**config.mk**
```make
export PLATFORM = sky130hd
export DESIGN_NAME = aes_key_store
export DESIGN_NICKNAME = d
export VERILOG_FILES = /design/src/rtl/aes_pkg.sv /design/src/rtl/aes_key_store.sv
export SDC_FILE = /design/constraint.sdc
export NUM_CORES = 1
export LEC_CHECK = 0
export BUFFER_PORTS_ARGS = -buffer_cell sky130_fd_sc_hd__clkbuf_2
export CAP_MARGIN = 30
export CORE_MARGIN = 4
export CORE_UTILIZATION = 30
export DETAILED_ROUTE_END_ITERATION = 16
export GPL_ROUTABILITY_DRIVEN = 0
export HOLD_SLACK_MARGIN = 0.08
export MAX_ROUTING_LAYER = met4
export PLACE_DENSITY_LB_ADDON = 0.05
export SLEW_MARGIN = 20
export SYNTH_ARGS = -nofsm -noshare
export SYNTH_HDL_FRONTEND = slang
export SYNTH_SLANG_ARGS = --single-unit
```
**constraint.sdc**
```tcl
create_clock -name aclk -period 18.4 [get_ports aclk]
set_input_delay 1.84 -clock aclk [delete_from_list [all_inputs] [get_ports aclk]]
set_output_delay 1.84 -clock aclk [all_outputs]
set_load 0.01 [all_outputs]
```
**src/rtl/aes_pkg.sv**
```systemverilog
package aes_pkg;

    localparam int NUM_ROUNDS_DEFAULT = 10;
    localparam int BLOCK_W = 128;

    typedef logic [BLOCK_W-1:0] block_t;

    // Forward S-box: GF(2^8) inverse followed by the affine map
    localparam logic [7:0] SBOX_TABLE [0:255] = '{
        8'h63, 8'h7c, 8'h77, 8'h7b, 8'hf2, 8'h6b, 8'h6f, 8'hc5,
        8'h30, 8'h01, 8'h67, 8'h2b, 8'hfe, 8'hd7, 8'hab, 8'h76,
        8'hca, 8'h82, 8'hc9, 8'h7d, 8'hfa, 8'h59, 8'h47, 8'hf0,
        8'had, 8'hd4, 8'ha2, 8'haf, 8'h9c, 8'ha4, 8'h72, 8'hc0,
        8'hb7, 8'hfd, 8'h93, 8'h26, 8'h36, 8'h3f, 8'hf7, 8'hcc,
        8'h34, 8'ha5, 8'he5, 8'hf1, 8'h71, 8'hd8, 8'h31, 8'h15,
        8'h04, 8'hc7, 8'h23, 8'hc3, 8'h18, 8'h96, 8'h05, 8'h9a,
        8'h07, 8'h12, 8'h80, 8'he2, 8'heb, 8'h27, 8'hb2, 8'h75,
        8'h09, 8'h83, 8'h2c, 8'h1a, 8'h1b, 8'h6e, 8'h5a, 8'ha0,
        8'h52, 8'h3b, 8'hd6, 8'hb3, 8'h29, 8'he3, 8'h2f, 8'h84,
        8'h53, 8'hd1, 8'h00, 8'hed, 8'h20, 8'hfc, 8'hb1, 8'h5b,
        8'h6a, 8'hcb, 8'hbe, 8'h39, 8'h4a, 8'h4c, 8'h58, 8'hcf,
        8'hd0, 8'hef, 8'haa, 8'hfb, 8'h43, 8'h4d, 8'h33, 8'h85,
        8'h45, 8'hf9, 8'h02, 8'h7f, 8'h50, 8'h3c, 8'h9f, 8'ha8,
        8'h51, 8'ha3, 8'h40, 8'h8f, 8'h92, 8'h9d, 8'h38, 8'hf5,
        8'hbc, 8'hb6, 8'hda, 8'h21, 8'h10, 8'hff, 8'hf3, 8'hd2,
        8'hcd, 8'h0c, 8'h13, 8'hec, 8'h5f, 8'h97, 8'h44, 8'h17,
        8'hc4, 8'ha7, 8'h7e, 8'h3d, 8'h64, 8'h5d, 8'h19, 8'h73,
        8'h60, 8'h81, 8'h4f, 8'hdc, 8'h22, 8'h2a, 8'h90, 8'h88,
        8'h46, 8'hee, 8'hb8, 8'h14, 8'hde, 8'h5e, 8'h0b, 8'hdb,
        8'he0, 8'h32, 8'h3a, 8'h0a, 8'h49, 8'h06, 8'h24, 8'h5c,
        8'hc2, 8'hd3, 8'hac, 8'h62, 8'h91, 8'h95, 8'he4, 8'h79,
        8'he7, 8'hc8, 8'h37, 8'h6d, 8'h8d, 8'hd5, 8'h4e, 8'ha9,
        8'h6c, 8'h56, 8'hf4, 8'hea, 8'h65, 8'h7a, 8'hae, 8'h08,
        8'hba, 8'h78, 8'h25, 8'h2e, 8'h1c, 8'ha6, 8'hb4, 8'hc6,
        8'he8, 8'hdd, 8'h74, 8'h1f, 8'h4b, 8'hbd, 8'h8b, 8'h8a,
        8'h70, 8'h3e, 8'hb5, 8'h66, 8'h48, 8'h03, 8'hf6, 8'h0e,
        8'h61, 8'h35, 8'h57, 8'hb9, 8'h86, 8'hc1, 8'h1d, 8'h9e,
        8'he1, 8'hf8, 8'h98, 8'h11, 8'h69, 8'hd9, 8'h8e, 8'h94,
        8'h9b, 8'h1e, 8'h87, 8'he9, 8'hce, 8'h55, 8'h28, 8'hdf,
        8'h8c, 8'ha1, 8'h89, 8'h0d, 8'hbf, 8'he6, 8'h42, 8'h68,
        8'h41, 8'h99, 8'h2d, 8'h0f, 8'hb0, 8'h54, 8'hbb, 8'h16
    };

    localparam logic [7:0] GF_POLY = 8'h1b;

    function automatic logic [7:0] sbox(input logic [7:0] b);
        return SBOX_TABLE[b];
    endfunction

    // Multiply by x in GF(2^8)
    function automatic logic [7:0] xtime(input logic [7:0] a);
        return {a[6:0], 1'b0} ^ (a[7] ? GF_POLY : 8'h00);
    endfunction

    // SubBytes and ShiftRows together; byte i sits at column i/4, row i%4
    function automatic block_t sub_shift(input block_t s);
        block_t t;
        for (int c = 0; c < 4; c++) begin
            for (int r = 0; r < 4; r++) begin
                t[8*(4*c+r) +: 8] = sbox(s[8*(4*((c+r) & 3)+r) +: 8]);
            end
        end
        return t;
    endfunction

    function automatic block_t mix_columns(input block_t s);
        block_t t;
        logic [7:0] a [4];
        logic [7:0] all;
        for (int c = 0; c < 4; c++) begin
            for (int r = 0; r < 4; r++) begin
                a[r] = s[8*(4*c+r) +: 8];
            end
            all = a[0] ^ a[1] ^ a[2] ^ a[3];
            for (int r = 0; r < 4; r++) begin
                t[8*(4*c+r) +: 8] = a[r] ^ all ^ xtime(a[r] ^ a[(r+1) & 3]);
            end
        end
        return t;
    endfunction

endpackage

```
**src/rtl/aes_key_store.sv**
```systemverilog
module aes_key_store
    import aes_pkg::*;
#(
    parameter int DEPTH = NUM_ROUNDS_DEFAULT + 1,
    parameter int AW = $clog2(NUM_ROUNDS_DEFAULT + 1)
) (
    input  logic          aclk,
    input  logic          wr_en,
    input  logic [AW-1:0] wr_addr,
    input  block_t        wr_data,
    input  logic          rd_en,
    input  logic [AW-1:0] rd_addr,
    output block_t        rd_data
);

    block_t key_mem [DEPTH];
    block_t rd_data_reg;

    // Write one round key, read one with a registered output
    always_ff @(posedge aclk) begin
        if (wr_en) begin
            key_mem[wr_addr] <= wr_data;
        end
        if (rd_en) begin
            rd_data_reg <= key_mem[rd_addr];
        end
    end

    assign rd_data = rd_data_reg;

endmodule

```
Word level (Yosys, flattened, before mapping)
Memory sizes are Yosys's and may differ from the RTL's. A register that Yosys moved wholly into a read port is not among the register bits.
Index checks and enable logic that the tools add are counted.
{"block": "op_classes", "n_mux": 2}
{"cell": "two-way mux 1 bit", "count": 2}
{"block": "totals", "register_bits": 0, "ram_bits": 1408, "inputBits": 139, "memories": 1}
{"memory": "key_mem", "depth": 11, "word_bits": 128, "read_ports": 1, "rd_clocked_by_memory_dff": 1, "wr": 1, "line": "aes_key_store.sv:16", "rtl": "block_t key_mem [DEPTH];"}

Logic depth before layout (Yosys ltp)
Gate-level depths: netlist of run 1.
{"block": "depth", "ltp_word": 2, "mapped_depth": 6, "depth_no_buf": 3}

Least setup slack after synthesis of run 1
No wires, ideal clock.
{"block": "synth_timing", "path_kind": "input-to-reg", "start": "input wr_addr[3]", "end": "memory key_mem[0][0] (netlist bit), enable pin", "setup_ns": 0.774, "t_arrival_ns": 10.994, "required_time_ns": 17.626, "slack_ns": 6.632, "cell_stages": 2, "n_path_buf": 0, "cell_sequence": "or3b_2 -> nor3_1"}
{"item": "from (decl)", "line": "aes_key_store.sv:9", "rtl": "input logic [AW-1:0] wr_addr,"}
{"item": "to (decl)", "line": "aes_key_store.sv:16"}
No word-level cell before the write port.

==> results of run 1 <==
==> final cells by class <==
class | instances | area (µm²)
Antenna cell | 17 | 42.5
Clock inverter | 96 | 691
Timing Repair Buffer | 329 | 1990
Multi-Input combinational cell | 1301 | 11700
Clock buffer | 218 | 4650
Fill cell | 18100 | 126000
Tap cell | 2624 | 3280
Sequential cell | 1536 | 46100
==> worst max-delay path by stage <==
stage                               end  slack, ns  cells after the start
after floorplan           key_mem[0][0]       6.63                      2
after global placement      rd_data[72]      11.39                      8
after detailed placement    rd_data[75]      11.31                      8
after CTS                   rd_data[77]      12.21                      8
after global routing        rd_data[75]      11.97                      8
final                       rd_data[74]      12.24                      8
==> metrics by stage <==
stage / cell area [µm²] / instances / hold slack (ns)
detailed placement: 63100 / 5789 / 0.632
global placement: 63100 / 5787 / 0.628
finish: 68500 / 6121 / 0.644
CTS: 68500 / 6103 / 0.645
global route: 68500 / 6121 / 0.677
floorplan: 58700 / 3021 / 0.616
==> worst max-delay path, cell delays in order <==
cell     delay (ns)
buf_8          0.68
buf_4          0.85
buf_4          0.81
buf_4          0.79
buf_4          0.74
mux2_2         0.42
o22ai_1        0.18
o31ai_1        0.09
==> power breakdown <==
part | switching (mW) | internal [mW]
logic | 0.255 | 0.135
registers | 0.0290 | 3.95
clock network | 1.36 | 1.90
==> layer usage <==
layer	wire length [µm]	track usage (%)	vias to the layer above
met5	0	-	-
met1	71900	20.3	15600
met4	4140	4.70	0
met3	6710	3.10	259
met2	84300	28.4	595
li1	-	-	13000
==> cell families after synthesis <==
group,synth area share (%)
simple gates,1.54
compound gates,6.54
buf+inv,1.67
mux,11.7
flops,78.5
==> placed cells by master, fill, tap and decap left out, types with 2 or more instances in the layout <==
cell	instances
clkinv_1	50
nand2b_1	130
o211ai_1	128
buf_8	3
mux2i_1	256
buf_12	9
clkinv_2	29
clkbuf_1	38
diode_2	17
buf_16	2
o31ai_1	128
a22o_1	128
mux2_2	384
o22ai_1	128
edfxtp_1	1536
nand3b_1	2
clkbuf_16	180
inv_6	4
bufinv_16	9
clkbuf_2	262
nor3_2	3
nor2_4	9
buf_4	52
==> flow_metrics.py, run 1 <==
metrics = {
    "synthesis": {
        "synth_area_leaders": "edfxtp_1, mux2_2, mux2i_1",
        "synthMostInstantiatedCell": "edfxtp_1",
        "synth_edf_count": 1536,
        "ys_ff_latch": 1536,
        "yosys_warnings": 0,
        "syn_inst": 3021,
        "yosysTopAreaCellShare_pct": 78.5,
        "synth_cell_type_count": 19,
        "synth_nets": 3160,
        "ys_top_cells_by_count": "edfxtp_1, mux2_2, mux2i_1",
        "async_reset_ff_share_pct": 0,
        "synthFlopType": "edfxtp_1",
        "seq_area_frac_synth_pct": 78.5,
        "syn_area_um2": 58700,
        "synth_area_per_cell_um2": 19.4,
        "synth_area_leader_cell": "edfxtp_1",
    },
    "clock_tree": {
        "clk_root_buffer_cell": "clkbuf_16",
        "clk_path_buf_depth": 3,
        "tritoncts": "done",
        "clk_latency_ns": 0.79,
        "cts_resized": 0,
        "clk_pin_slew_ns": 0.05,
        "cts.htree.levels": 4,
        "numCtsBuffers": 175,
        "cts_setup_buffers": 0,
        "cts.sinks": 1536,
        "cts_hold_buffers": 0,
    },
    "global_route": {
        "grt_max_degree": 109,
        "grt_overflow": 0,
        "grt_pass1_wl_mm": 235,
        "antenna_found_initial": 37,
        "track_usage_pct": 16.7,
        "first_global_vias": 30800,
    },
    "timing": {
        "min_period_ns": 6.16,
        "hold_viol": 0,
        "worstMarginPinSlew_ns": 1.05,
        "relSlewSlack_pct": 29.8,
        "grt_setup_unrepaired": "no",
        "slew_violations": 0,
        "final.setup.tns_ns": 0,
        "worst_slack_ns": 12.24,
        "fin_skew_ns": 0.0273,
        "setup_viol": 0,
        "max_freq_mhz": 162,
        "period_share_pct": 33.5,
    },
    "floorplan": {
        "boundaryPins": 267,
        "die_x_um": 450,
        "dieArea_um2": 203000,
        "die_y_um": 450,
        "rows": 162,
        "start_util_pct": 30.2,
        "core_um2": 195000,
    },
    "min_path": {
        "min_from": "key_mem[10][19]",
        "min_path_type": "register to register",
        "whs_endpoint": "rd_data[19]",
        "holdPathStages": 3,
    },
    "place": {
        "dp_hpwl_mm": 81.5,
        "pre_cts_slack_ns": 11.31,
        "io_buffers": 266,
    },
    "detailed_routing": {
        "via_count": 29400,
        "wire_per_inst_um": 27.3,
        "drtIter0Drc": 1715,
        "wl_mm": 167,
        "ant_nets": 0,
        "dr.pass1.iters": 5,
        "drt-vias-per-instance": 4.81,
        "drc_errors": 0,
    },
    "run": {
        "maxCapViolCount": 0,
    },
    "layout": {
        "nets": 3482,
        "layout-drive-gt1-share_pct": 27.4,
        "synthToLayoutAreaGrowth_pct": 16.7,
        "largest_register_ffs": 1408,
        "final_core_util_pct": 35.2,
    },
    "worst_setup_path": {
        "rr_startpoint": "key_mem[3][9]",
        "cp-end-kind": "register",
        "reg2reg_depth": 3,
        "worstPathRequired_ns": 18.90,
        "cp-startpoint": "rd_addr[0]",
        "cp_max_fo": 108,
        "reg2reg_slack_ns": 16.92,
        "cp.arrival_ns": 6.66,
        "critPathKind": "input port to register",
        "rr_endpoint": "rd_data[9]",
        "cp-start-kind": "input port",
    },
    "outcome": {
        "outcome": "completed",
    },
    "power_and_ir_drop": {
        "pwr_density_cell_nw_per_um2": 111,
        "p_total_mw": 7.63,
        "p_leak_nw": 22.5,
        "ir_worst_vdd_v": 0.0000705,
    },
}
Power figures use the tool's default switching activity.
==> inputs of run 2 (changes only) <==
--- a/config.mk
+++ b/config.mk
@@ -5,6 +5,7 @@
 export SDC_FILE = /design/constraint.sdc
 export NUM_CORES = 1
 export LEC_CHECK = 0
+export ABC_AREA = 1
 export BUFFER_PORTS_ARGS = -buffer_cell sky130_fd_sc_hd__clkbuf_2
 export CAP_MARGIN = 30
 export CORE_MARGIN = 4
==> constraint.sdc (replaced) <==
create_clock -name aclk -period 5.9 [get_ports aclk]
set_input_delay 0.59 -clock aclk [delete_from_list [all_inputs] [get_ports aclk]]
set_output_delay 0.59 -clock aclk [all_outputs]
set_load 0.01 [all_outputs]
==> run 2 against run 1 <==
Against the previous run:
- utilization is 0.31 points higher
- via count rose by 30%
- largest power group unchanged
- sequential share of layout area shrank 4.0 points
- first-iteration DRC count is 32% higher
- largest cell class unchanged
- non-clock buffer count grew 108
- worst hold slack got worse by 0.51 ns
==> flow_metrics.py, run 2 <==
metrics = {
    "floorplan": {
        "boundaryPins": 267,
        "die_x_um": 463,
        "die_y_um": 463,
        "rows": 166,
        "dieArea_um2": 215000,
        "core_um2": 205000,
        "start_util_pct": 30.3,
    },
    "power_and_ir_drop": {
        "p_sw_share_pct": 23.2,
        "power_frac_seq_pct": 51.6,
        "p_leak_nw": 28.8,
        "clkPwrFrac_pct": 42.5,
        "combinationalPowerShare_pct": 5.9,
        "pwr_density_cell_nw_per_um2": 330,
        "p_total_mw": 24.1,
        "switchingPower_mw": 5.59,
        "p_int_mw": 18.5,
        "ir_worst_vdd_v": 0.000278,
    },
    "layout": {
        "largest_register_ffs": 1408,
        "synthToLayoutAreaGrowth_pct": 17.2,
        "fill_cells": 20300,
        "final_core_util_pct": 35.5,
        "layout-drive-gt1-share_pct": 9.59,
        "nets": 5778,
        "final_cell_mix": "nand2_1, edfxtp_1, nand3_1",
        "layout_commonest_cell": "nand2_1",
    },
    "worst_setup_path": {
        "path_cells": "buf_8, inv_8, buf_4, nand2_1, nand3_1, nand3_1, nand3_1, nand2_1",
        "reg2reg_slack_ns": 4.73,
        "crit_buf_inv": 3,
        "path_common_cell": "nand3_1",
        "rr_startpoint": "key_mem[0][58]",
        "crit_family": "buffers and inverters",
        "cp-start-kind": "input port",
        "critical-path-max-stage-delay_ns": 0.74,
        "slowest_stage": "buf_4",
        "critPathKind": "input port to register",
        "cp-end-kind": "register",
        "cp_max_fo": 114,
        "reg2reg_depth": 6,
        "rr_endpoint": "rd_data[58]",
        "worstPathRequired_ns": 6.46,
        "cp.arrival_ns": 2.91,
    },
    "outcome": {
        "outcome": "completed",
    },
    "min_path": {
        "min_path_type": "input port to register",
        "holdPathStages": 1,
        "whs_endpoint": "key_mem[10][90]",
        "min_from": "wr_data[90]",
    },
    "timing": {
        "period_share_pct": 39.8,
        "fin_skew_ns": 0.0300,
        "hold_viol": 0,
        "max_freq_mhz": 426,
        "relSlewSlack_pct": 32.1,
        "min_period_ns": 2.35,
        "setup_viol": 0,
        "slew_violations": 0,
        "worstMarginPinSlew_ns": 1.02,
        "grt_setup_unrepaired": "no",
    },
    "clock_tree": {
        "tritoncts": "done",
        "cts.htree.levels": 4,
        "clk_path_buf_depth": 3,
        "clk_pin_slew_ns": 0.06,
        "cts.sinks": 1536,
        "clk_latency_ns": 0.83,
        "clk_root_buffer_cell": "clkbuf_16",
        "numCtsBuffers": 182,
    },
    "detailed_routing": {
        "drt-vias-per-instance": 4.51,
        "ant_nets": 0,
        "via_count": 38200,
        "wl_mm": 185,
        "wire_per_inst_um": 21.8,
        "drtIter0Drc": 2268,
        "dr.pass1.iters": 6,
        "drc_errors": 0,
    },
    "global_route": {
        "antenna_found_initial": 31,
        "grt_max_degree": 153,
        "grt_overflow": 0,
        "grt_pass1_wl_mm": 271,
        "first_global_vias": 37900,
        "track_usage_pct": 17.6,
    },
    "synthesis": {
        "synthMostInstantiatedCell": "nand2_1",
        "ys_top_cells_by_count": "nand2_1, edfxtp_1, nand3_1",
        "synth_cell_type_count": 11,
        "synth_area_leaders": "edfxtp_1, nand2_1, nand3_1",
        "synth_edf_count": 1536,
        "synth_nets": 5439,
        "async_reset_ff_share_pct": 0,
        "ys_ff_latch": 1536,
        "syn_inst": 5300,
        "yosys_warnings": 0,
        "yosysTopAreaCellShare_pct": 74.2,
        "synth_area_leader_cell": "edfxtp_1",
        "synthFlopType": "edfxtp_1",
        "synth_area_per_cell_um2": 11.7,
        "syn_area_um2": 62200,
        "seq_area_frac_synth_pct": 74.2,
    },
    "run": {
        "maxCapViolCount": 0,
    },
    "place": {
        "io_buffers": 266,
        "dp_hpwl_mm": 85.1,
    },
}
==> run 2: timing repair <==
action,4_1_cts,5_1_grt
resized for setup,0,0
hold buffers,110,0
endpoints found under the hold margin,1148,0
setup buffers,0,0
==> run 2: worst max-delay path by stage <==
stage | slack (ns) | startpoint | cells past startpoint | endpoint
after floorplan | -0.82 | wr_addr[2] | 3 | key_mem[0][0]
after global placement | 2.66 | rd_addr[0] | 8 | rd_data[121]
after detailed placement | 2.69 | rd_addr[0] | 8 | rd_data[20]
after CTS | 3.59 | rd_addr[0] | 8 | rd_data[20]
after global routing | 3.39 | rd_addr[0] | 8 | rd_data[114]
final | 3.55 | rd_addr[0] | 8 | rd_data[113]
==> run 2: per-stage QoR <==
| step | setup TNS, ns | setup WS [ns] | hold slack, ns | instances | instance area (µm²) |
|---|---|---|---|---|---|
| after floorplan | -1135.79 | -0.819 | 0.531 | 5300 | 62200 |
| after global placement | 0 | 2.66 | 0.541 | 8032 | 66400 |
| after detailed placement | 0 | 2.69 | 0.541 | 8032 | 66400 |
| after CTS | 0 | 3.59 | 0.0802 | 8452 | 72800 |
| after global routing | 0 | 3.39 | 0.113 | 8473 | 72900 |
| final | 0 | 3.55 | 0.134 | 8475 | 72900 |
==> run 2: area by class of cell <==
type	instances	area [µm²]	area share, %
Tap cell	2688	3360	4.61
Clock buffer	246	4840	6.64
Inverter	776	2950	4.04
Sequential cell	1536	46100	63.3
Clock inverter	64	450	0.618
Timing Repair Buffer	437	3270	4.48
Antenna cell	22	55.1	0.0755
Multi-Input combinational cell	2706	11800	16.3
==> run 2: kinds of logic (layout without fill, tap and decap cells) <==
| family | after synthesis | count (layout) | synth area share [%] |
|---|---|---|---|
| AOI/OAI and AO/OA | 128 | 128 | 1.55 |
| buffers and inverters | 1058 | 1523 | 6.91 |
| DFF | 1536 | 1536 | 74.2 |
| other | 0 | 22 | 0 |
| and+or+nand+nor | 2578 | 2578 | 17.4 |
==> run 2: power groups by stage <==
stage | combinational, mW | sequential [mW] | clock (mW)
2_1_floorplan | 0.719 | 12.7 | 0
3_3_place_gp | 1.41 | 12.6 | 0
3_5_place_dp | 1.41 | 12.6 | 0
4_1_cts | 1.48 | 12.4 | 10.6
5_1_grt | 1.61 | 12.4 | 11.1
6_report | 1.43 | 12.4 | 10.2
==> run 2: routing by layer <==
layer,global-route usage [%],part of all wire (%)
met5,-,0
met4,4.45,2.2
met3,2.67,3.3
met2,29.0,49
met1,22.7,46
